`src/sv/udiv256_pkg.sv`:
```
`timescale 1ns / 1ps

package udiv256_pkg;

   localparam int WORD_WIDTH  = 64;
   localparam int WORD_COUNT  = 4;
   localparam int DATA_WIDTH  = WORD_WIDTH * WORD_COUNT;
   localparam int COUNT_WIDTH = $clog2(DATA_WIDTH);

   // Index of the final shift-subtract iteration.
   localparam logic [COUNT_WIDTH-1:0] LAST_STEP = COUNT_WIDTH'(DATA_WIDTH - 1);

   typedef logic [WORD_WIDTH-1:0] word_type;
   typedef logic [DATA_WIDTH-1:0] data_type;
   typedef logic [COUNT_WIDTH-1:0] count_type;

   typedef enum logic [1:0] {
      ST_IDLE,
      ST_RUN,
      ST_DONE
   } state_type;

   // Commands from the controller to the datapath.
   typedef struct packed {
      logic load;
      logic step;
   } dp_cmd_type;

   // Status from the datapath to the controller.
   typedef struct packed {
      logic den_zero;
   } dp_status_type;

endpackage

```
`src/sv/unsigned_divider_256_top.sv`:
```
// A beat accepted while idle runs 256 shift-subtract iterations, one per cycle,
// and then shows its result. A zero divisor skips the iterations and its
// result follows in the next cycle. One division runs at a time; busy stays
// high until the result has been shown. The receiver cannot stall, so the
// result strobe lasts one cycle. Reset is synchronous, active high, and
// returns the control to idle.
`timescale 1ns / 1ps

module unsigned_divider_256_top
   import udiv256_pkg::*;
(
   input  logic     clock,
   input  logic     reset,

   input  logic     start,
   output logic     busy,
   input  word_type req_dividend_w0,
   input  word_type req_dividend_w1,
   input  word_type req_dividend_w2,
   input  word_type req_dividend_w3,
   input  word_type req_divisor_w0,
   input  word_type req_divisor_w1,
   input  word_type req_divisor_w2,
   input  word_type req_divisor_w3,

   output logic     rsp_valid,
   output word_type rsp_quotient_w0,
   output word_type rsp_quotient_w1,
   output word_type rsp_quotient_w2,
   output word_type rsp_quotient_w3,
   output word_type rsp_remainder_w0,
   output word_type rsp_remainder_w1,
   output word_type rsp_remainder_w2,
   output word_type rsp_remainder_w3,
   output logic     rsp_divide_by_zero
);

   // The controller sequences one division at a time: it loads the operands
   // when a beat is accepted, runs the datapath for one restoring
   // shift-subtract iteration per cycle, and raises the result strobe for a
   // single cycle once the last quotient bit is in place.
   dp_cmd_type    cmd;
   dp_status_type status;

   data_type dividend;
   data_type divisor;
   data_type quotient;
   data_type remainder;

   // Words travel least significant first, so word 3 is the top of the value.
   assign dividend = {req_dividend_w3, req_dividend_w2, req_dividend_w1, req_dividend_w0};
   assign divisor  = {req_divisor_w3, req_divisor_w2, req_divisor_w1, req_divisor_w0};

   udiv256_ctrl u_ctrl (
      .clock     (clock),
      .reset     (reset),
      .start     (start),
      .busy      (busy),
      .rsp_valid (rsp_valid),
      .status    (status),
      .cmd       (cmd)
   );

   // The datapath holds the partial remainder, the combined dividend and
   // quotient shift register and the divisor. A zero divisor is caught at
   // load time, when the dividend goes straight into the remainder.
   udiv256_dp u_dp (
      .clock          (clock),
      .reset          (reset),
      .cmd            (cmd),
      .status         (status),
      .dividend       (dividend),
      .divisor        (divisor),
      .quotient       (quotient),
      .remainder      (remainder),
      .divide_by_zero (rsp_divide_by_zero)
   );

   // The result registers stay stable while the strobe is high, so the
   // result ports are taken directly from them.
   assign rsp_quotient_w0  = quotient[0*WORD_WIDTH +: WORD_WIDTH];
   assign rsp_quotient_w1  = quotient[1*WORD_WIDTH +: WORD_WIDTH];
   assign rsp_quotient_w2  = quotient[2*WORD_WIDTH +: WORD_WIDTH];
   assign rsp_quotient_w3  = quotient[3*WORD_WIDTH +: WORD_WIDTH];
   assign rsp_remainder_w0 = remainder[0*WORD_WIDTH +: WORD_WIDTH];
   assign rsp_remainder_w1 = remainder[1*WORD_WIDTH +: WORD_WIDTH];
   assign rsp_remainder_w2 = remainder[2*WORD_WIDTH +: WORD_WIDTH];
   assign rsp_remainder_w3 = remainder[3*WORD_WIDTH +: WORD_WIDTH];

   a_dbz_quotient_zero: assert property (@(posedge clock) disable iff (reset)
      (rsp_valid && rsp_divide_by_zero) |-> (quotient == '0))
      else $error("divide-by-zero beat carries a non-zero quotient");

endmodule

```
`src/sv/udiv256_ctrl.sv`:
```
`timescale 1ns / 1ps

module udiv256_ctrl
   import udiv256_pkg::*;
(
   input  logic          clock,
   input  logic          reset,
   input  logic          start,
   output logic          busy,
   output logic          rsp_valid,
   input  dp_status_type status,
   output dp_cmd_type    cmd
);

   state_type state_ff, state_in;
   count_type count_ff, count_in;

   always_ff @(posedge clock) begin
      if (reset) begin
         state_ff <= ST_IDLE;
         count_ff <= '0;
      end else begin
         state_ff <= state_in;
         count_ff <= count_in;
      end
   end

   always_comb begin
      state_in  = state_ff;
      count_in  = count_ff;
      cmd       = '0;
      busy      = 1'b1;
      rsp_valid = 1'b0;
      unique case (state_ff)
         ST_IDLE: begin
            busy = 1'b0;
            if (start) begin
               cmd.load = 1'b1;
               count_in = '0;
               // A zero divisor needs no iterations at all.
               state_in = status.den_zero ? ST_DONE : ST_RUN;
            end
         end
         ST_RUN: begin
            cmd.step = 1'b1;
            count_in = count_ff + 1'b1;
            if (count_ff == LAST_STEP) begin
               state_in = ST_DONE;
            end
         end
         ST_DONE: begin
            rsp_valid = 1'b1;
            state_in  = ST_IDLE;
         end
         default: begin
            state_in = ST_IDLE;
         end
      endcase
   end

   a_single_strobe: assert property (@(posedge clock) disable iff (reset)
      rsp_valid |=> !rsp_valid)
      else $error("result strobe held for more than one cycle");

   a_busy_after_accept: assert property (@(posedge clock) disable iff (reset)
      (start && !busy) |=> (busy && !rsp_valid) || (rsp_valid && $past(status.den_zero)))
      else $error("accepted beat did not make the block busy");

endmodule

```
`src/sv/udiv256_dp.sv`:
```
`timescale 1ns / 1ps

module udiv256_dp
   import udiv256_pkg::*;
(
   input  logic          clock,
   input  logic          reset,
   input  dp_cmd_type    cmd,
   output dp_status_type status,
   input  data_type      dividend,
   input  data_type      divisor,
   output data_type      quotient,
   output data_type      remainder,
   output logic          divide_by_zero
);

   // The quotient register starts out holding the dividend; each step shifts
   // a dividend bit out at the top and a quotient bit in at the bottom.
   data_type rem_ff, rem_in;
   data_type quo_ff, quo_in;
   data_type den_ff, den_in;
   logic     dbz_ff, dbz_in;

   logic [DATA_WIDTH:0]   shifted;
   logic [DATA_WIDTH+1:0] trial;
   logic                  fits;

   assign status.den_zero = (divisor == '0);

   always_comb begin
      shifted = {rem_ff, quo_ff[DATA_WIDTH-1]};
      trial   = {1'b0, shifted} - {2'b00, den_ff};
      fits    = !trial[DATA_WIDTH+1];

      rem_in = rem_ff;
      quo_in = quo_ff;
      den_in = den_ff;
      dbz_in = dbz_ff;
      priority if (cmd.load) begin
         den_in = divisor;
         dbz_in = status.den_zero;
         if (status.den_zero) begin
            rem_in = dividend;
            quo_in = '0;
         end else begin
            rem_in = '0;
            quo_in = dividend;
         end
      end else if (cmd.step) begin
         rem_in = fits ? trial[DATA_WIDTH-1:0] : shifted[DATA_WIDTH-1:0];
         quo_in = {quo_ff[DATA_WIDTH-2:0], fits};
      end else begin
         // Neither command: every register holds.
         den_in = den_ff;
      end
   end

   always_ff @(posedge clock) begin
      rem_ff <= rem_in;
      quo_ff <= quo_in;
      den_ff <= den_in;
      dbz_ff <= dbz_in;
   end

   assign quotient       = quo_ff;
   assign remainder      = rem_ff;
   assign divide_by_zero = dbz_ff;

   a_step_nonzero_divisor: assert property (@(posedge clock) disable iff (reset)
      cmd.step |-> (den_ff != '0))
      else $error("iteration started with a zero divisor");

   a_remainder_below_divisor: assert property (@(posedge clock) disable iff (reset)
      $past(cmd.step) && !cmd.step && !dbz_ff |-> (rem_ff < den_ff))
      else $error("final remainder not below divisor");

endmodule
```
`config.mk`:
```
export PLATFORM = sky130hd
export DESIGN_NAME = unsigned_divider_256_top
export DESIGN_NICKNAME = d
export VERILOG_FILES = /design/src/sv/udiv256_pkg.sv /design/src/sv/unsigned_divider_256_top.sv /design/src/sv/udiv256_ctrl.sv /design/src/sv/udiv256_dp.sv
export SDC_FILE = /design/constraint.sdc
export NUM_CORES = 2
export LEC_CHECK = 0
export BUFFER_PORTS_ARGS = -buffer_cell sky130_fd_sc_hd__buf_2
export CAP_MARGIN = 20
export CORE_MARGIN = 2
export CORE_UTILIZATION = 25
export CTS_BUF_LIST = sky130_fd_sc_hd__clkbuf_4
export DETAILED_ROUTE_END_ITERATION = 10
export PLACE_DENSITY_LB_ADDON = 0.12
export SLEW_MARGIN = 40
export SYNTH_ARGS = -nofsm -noshare
export SYNTH_HDL_FRONTEND = slang
export SYNTH_SLANG_ARGS = --single-unit
export TNS_END_PERCENT = 30
```
`constraint.sdc`:
```
create_clock -name clock -period 33.3 [get_ports clock]
set_input_delay 3.33 -clock clock [delete_from_list [all_inputs] [get_ports clock]]
set_output_delay 3.33 -clock clock [all_outputs]
set_load 0.005 [all_outputs]
```
# After elaboration in Yosys (flattened, before gate mapping)
# Cells that the tools add are included.
[totals]
register_bits = 779
output_inout_bits = 515
[op_classes]
add_sub_neg = 2
n_eq_ne = 5
mux = 18
n_reduce_logical = 7
[ops]
columns = ["operator", "count"]
rows = [
  ["two-way mux 256 bit", 7],
  ["subtractor 257 x 256 -> 258 bit", 1],
  ["logical NOT 256 bit", 1],
  ["one-hot mux 8 bit (2 select lines)", 1],
  ["adder 8 x 1 -> 8 bit, second input constant", 1],
  ["equality test 8 bit, second input constant", 1],
  ["two-way mux 8 bit", 1],
  ["two-way mux 2 bit", 3],
  ["two-way mux 1 bit", 5],
  ["one-hot mux 2 bit (2 select lines)", 1],
  ["AND reduction 2 bit", 2],
  ["nonzero test 2 bit", 2],
  ["equality test 2 x 1 -> 1 bit, second input constant", 1],
  ["equality test 2 bit, second input constant", 1],
  ["logical NOT 2 bit", 1],
  ["inequality test 2 x 1 -> 1 bit, second input constant", 1],
  ["inequality test 2 bit, second input constant", 1],
  ["logical NOT 1 bit", 1],
]

# Depth between registers and ports, before layout
[depth]
word_depth = 4
depth_mapped = 19

# Hierarchy
# A second synthesis with hierarchy kept.
[hier_totals]
hier_cells = 5788
area_unflattened_um2 = 52233.8
[modules_own_cells]
columns = ["module", "n_inst", "cells_each", "area_each_um2", "seq_area_each_um2"]
rows = [
  ["udiv256_dp", 1, 5727, 51709.6, 23092.1],
  ["udiv256_ctrl", 1, 61, 524.3, 200.2],
]

# Least setup slack after synthesis
# No wires, ideal clock.
[synth_timing]
kind = "input -> register"
start = "input port start"
end = "register u_ctrl.count_ff[6]"
setup_time_ns = 0.128
t_arrival_ns = 15.032
required_ns = 33.172
setup_slack_ns = 18.141
path_stages = 6
n_path_buf = 0
path_cell_list = "nor2_1 -> or2_2 -> inv_1 -> o21ai_0 -> a22oi_1 -> nor2_1"
[synth_between]
elab_chain_cells = 2
[synth_rtl]
columns = ["item", "line_no", "source"]
rows = [
  ["start: declaration", "unsigned_divider_256_top.sv:15", "input logic start,"],
  ["inequality test 2 bit (no source line)", "n/a", ""],
  ["AND reduction 2 bit (no source line)", "n/a", ""],
  ["end signal: assignment", "udiv256_ctrl.sv:24", "count_ff <= count_in;"],
  ["end: declaration", "udiv256_ctrl.sv:16", "count_type count_ff, count_in;"],
]
# Every way passes these cells.
# A chain may end at the register's enable or synchronous reset.

# Final worst setup path
[layout_timing]
start = "register u_dp.den_ff[1]"
end = "register u_dp.rem_ff[157], in the netlist u_dp.remainder[157], data pin"
[layout_between]
elab_chain_cells = 4
[layout_rtl]
columns = ["item", "line_no", "source"]
rows = [
  ["start: declaration", "udiv256_dp.sv:21", "data_type den_ff, den_in;"],
  ["start signal: assignment", "udiv256_dp.sv:61", "den_ff <= den_in;"],
  ["subtractor 257 x 256 -> 258 bit", "udiv256_dp.sv:32", "trial = {1'b0, shifted} - {2'b00, den_ff};"],
  ["two-way mux 256 bit", "udiv256_dp.sv:50", "rem_in = fits ? trial[DATA_WIDTH-1:0] : shifted[DATA_WIDTH-1:0];"],
  ["two-way mux 256 bit", "udiv256_dp.sv:49", "end else if (cmd.step) begin"],
  ["two-way mux 256 bit", "udiv256_dp.sv:39", "priority if (cmd.load) begin"],
  ["net u_dp.rem_in[157]", "udiv256_dp.sv:19", "data_type rem_ff, rem_in;"],
  ["end signal: assignment", "udiv256_dp.sv:59", "rem_ff <= rem_in;"],
  ["end: declaration", "udiv256_dp.sv:19", ""],
]
# The timed path passes the listed nets, and every way through them passes these cells. The select of a mux whose other input is x is not followed.

==> flow_summary.json <==
{
  "crit_end": "u_dp.remainder[157]",
  "regToRegStartpoint": "u_dp.den_ff[1]",
  "wl_met3_um": 19700,
  "clk_transition_reported_paths_ns": 0.07,
  "synthArstFlopShare_pct": 0,
  "ant_nets": 0,
  "regToRegSetupSlack_ns": 25.93,
  "p_sw_share_pct": 50.4,
  "portBuffers": 1029,
  "seqPwrFrac_pct": 26.8,
  "syn_nets": 6828,
  "p_switching_w": 0.00304,
  "grt_pass1_wl_um": 398000,
  "cp_max_fo": 72,
  "synth_seq_cells": 779,
  "cp.arrival_ns": 8.41,
  "drt-vias-per-instance": 5.28,
  "cts_resized": 0,
  "dr_wl_met2_um": 134000,
  "synth_warnings": 0,
  "wire_per_inst_um": 28.4,
  "startpoint_type": "flop",
  "p_per_area_nw_per_um2": 93.7,
  "die_area_sq_um": 217000,
  "max_slew_margin_pct": 28.7,
  "wl_um": 286000,
  "p_int_w": 0.00299,
  "globalplace.congestion": 0.927,
  "power.leakage_nw": 26.0,
  "required_ns": 34.34,
  "clock.fmax_mhz": 136,
  "final_common_cell": "buf_2",
  "synth.distinct_cells": 107,
  "start_util_pct": 25.1,
  "nets": 7846,
  "antenna_found_initial": 32,
  "maxCapViolCount": 0,
  "setup_viol": 0,
  "worst_slack_ns": 25.93,
  "period_needed_ns": 7.37,
  "endpoint_kind": "flop",
  "globalRouteTotalUtil_pct": 25.3,
  "cts_sinks": 779,
  "met1_length_um": 124000,
  "worst_pin_slew_ns": 1.06,
  "pre_cts_ws_ns": 25.09,
  "postCtsSetupRepairBufs": 0,
  "htreeDepth": 4,
  "grt_max_degree": 147,
  "critPathLaunch": "u_dp.den_ff[1]",
  "dieHeight_um": 465,
  "overflow": 0,
  "syn_to_final_growth_pct": 21.0,
  "mostFrequentLayoutCells": "buf_2 (1030), nand2_1 (956), edfxtp_1 (769)",
  "syn_area_sq_um": 53200,
  "synth_edf_count": 769,
  "grt_pass1_vias": 52596,
  "die_x_um": 465,
  "insertion_delay_ns": 1.37,
  "status": "finished, final reports clean",
  "synth_flop_cell": "edfxtp_1",
  "peakVddDrop_mv": 0.0374,
  "layout-drive-gt1-share_pct": 22.0,
  "synth_cells": 6055,
  "reg2reg_depth": 20,
  "setup_tns_ns": 0,
  "timing.final.crit_share_pct": 22.1,
  "cts_buffers": 238,
  "rsz0062_at_grt": "no",
  "p_total_w": 0.00604,
  "holdBufCountCts": 0,
  "hpwl_um": 231000,
  "cts_buffer_depth": 3,
  "cts_root_buf": "clkbuf_4",
  "cts_tree": "done",
  "top_layer": "met5",
  "power_frac_comb_pct": 57.5,
  "vias": 53275,
  "first_iter_violations": 4638,
  "p_clk_share_pct": 15.7,
  "min_path_type": "flop to flop",
  "syn-mean-instance-area_sq_um": 8.79,
  "path_class": "flop to flop",
  "rows": 169,
  "yosysSeqAreaShare_pct": 43.8,
  "drc": 0,
  "r2r-end": "u_dp.remainder[157]",
  "hold_viol_final": 0,
  "drv_slew": 0,
  "skew_ns": 0.0955,
  "fin_hold_ws_ns": 0.478,
  "pin_count": 1030,
  "dr.pass1.iters": 6,
  "coreArea_sq_um": 212000
}
logic make-up after synthesis:
family / Yosys count / synth area share, %
muxes: 54 / 1.02
AOI/OAI and AO/OA: 1929 / 22.2
and+or+nand+nor: 2108 / 17.6
buffers and inverters: 682 / 5.28
adders and majority gates: 258 / 6.08
DFF: 779 / 43.8
xor gates and xnor gates: 245 / 4.03
cell usage after synthesis, types with 34 or more instances:
| library cell | count | area share, % |
|---|---|---|
| o21bai_1 | 86 | 1.2 |
| a31oi_1 | 48 | 0.56 |
| mux2i_1 | 53 | 1.0 |
| nor4_1 | 101 | 1.2 |
| o22ai_1 | 55 | 0.65 |
| xnor2_1 | 166 | 2.7 |
| nand4_1 | 173 | 2.0 |
| a21o_1 | 72 | 1.0 |
| nor2_1 | 544 | 3.8 |
| clkbuf_1 | 236 | 1.7 |
| nand3_1 | 76 | 0.71 |
| inv_1 | 347 | 2.4 |
| buf_2 | 65 | 0.61 |
| o32ai_1 | 83 | 1.4 |
| nand2_1 | 957 | 6.8 |
| ha_1 | 257 | 6.0 |
| o31ai_1 | 34 | 0.48 |
| a21oi_1 | 634 | 6.0 |
| o21ai_0 | 571 | 5.4 |
| nor3_1 | 86 | 0.81 |
| o21ai_1 | 64 | 0.60 |
| edfxtp_1 | 769 | 43 |
| o21a_1 | 45 | 0.63 |
| xor2_1 | 79 | 1.3 |
worst max-delay path, cell delays in order (launching register included):
cell and delay [ns]:
edfxtp_1 0.62, inv_1 0.17, ha_1 0.30, nand2b_1 0.07, a21oi_1 0.39, o311ai_1 0.25, a21oi_1 0.51, o211ai_4 0.13
buf_4 0.20, a211oi_2 0.55, nor3_1 0.13, buf_4 0.19, and4b_1 0.51, o211ai_2 0.22, a41o_1 0.30, buf_4 0.22
nand2_8 0.44, buf_4 0.73, buf_6 0.50, mux2i_1 0.34, o22ai_1 0.12
area by class of cell:
| type | count | area (sq um) |
|---|---|---|
| antenna | 21 | 52.6 |
| clock buffer | 317 | 2380 |
| clock inverter | 97 | 488 |
| fill | 23288 | 147000 |
| inverter | 349 | 1340 |
| multi-input combinational | 4594 | 27400 |
| sequential | 779 | 23300 |
| tap | 2821 | 3530 |
| timing repair buffer | 1111 | 5880 |
power by group through the flow:
| stage | combinational, W | clock (W) | sequential [W] |
|---|---|---|---|
| 6_report | 0.00347 | 0.000945 | 0.00162 |
| 5_1_grt | 0.00374 | 0.00103 | 0.00164 |
| 2_1_floorplan | 0.00205 | 0 | 0.00159 |
| 3_3_place_gp | 0.00343 | 0 | 0.00163 |
| 4_1_cts | 0.00345 | 0.000978 | 0.00162 |
| 3_5_place_dp | 0.00343 | 0 | 0.00163 |
layer usage:
| layer | up-vias | track usage [%] |
|---|---|---|
| li1 | 24467 | - |
| met1 | 26442 | 33.1 |
| met2 | 2008 | 41.2 |
| met3 | 344 | 5.89 |
| met4 | 14 | 7.57 |
| met5 | - | 0 |
flip-flops by register name, indices dropped and copies added, names as in the netlist:
| register | flops |
|---|---|
| u_dp.den_ff | 256 |
| u_dp.quotient | 256 |
| u_dp.remainder | 256 |
| u_ctrl.count_ff | 8 |
| u_ctrl.state_ff | 2 |
| u_dp.divide_by_zero | 1 |
how the worst min path moves through the flow:
stage,from,endpoint,depth (start not counted)
floorplan,u_ctrl.count_ff[5],u_ctrl.count_ff[5],1
CTS,u_ctrl.count_ff[5],u_ctrl.count_ff[5],1
global route,u_ctrl.count_ff[5],u_ctrl.count_ff[5],1
detailed placement,u_ctrl.count_ff[5],u_ctrl.count_ff[5],1
finish,u_ctrl.count_ff[5],u_ctrl.count_ff[5],1
global placement,u_ctrl.count_ff[5],u_ctrl.count_ff[5],1
per-stage QoR:
stage | cell area (sq um) | cells | utilization (%)
floorplan | 53200 | 6055 | -
global placement | 61100 | 9648 | 28.9
detailed placement | 61400 | 9653 | 29.0
CTS | 64300 | 10067 | 30.3
global route | 64400 | 10083 | 30.4
finish | 64400 | 10089 | 30.4
Power figures use the tool's default switching activity.
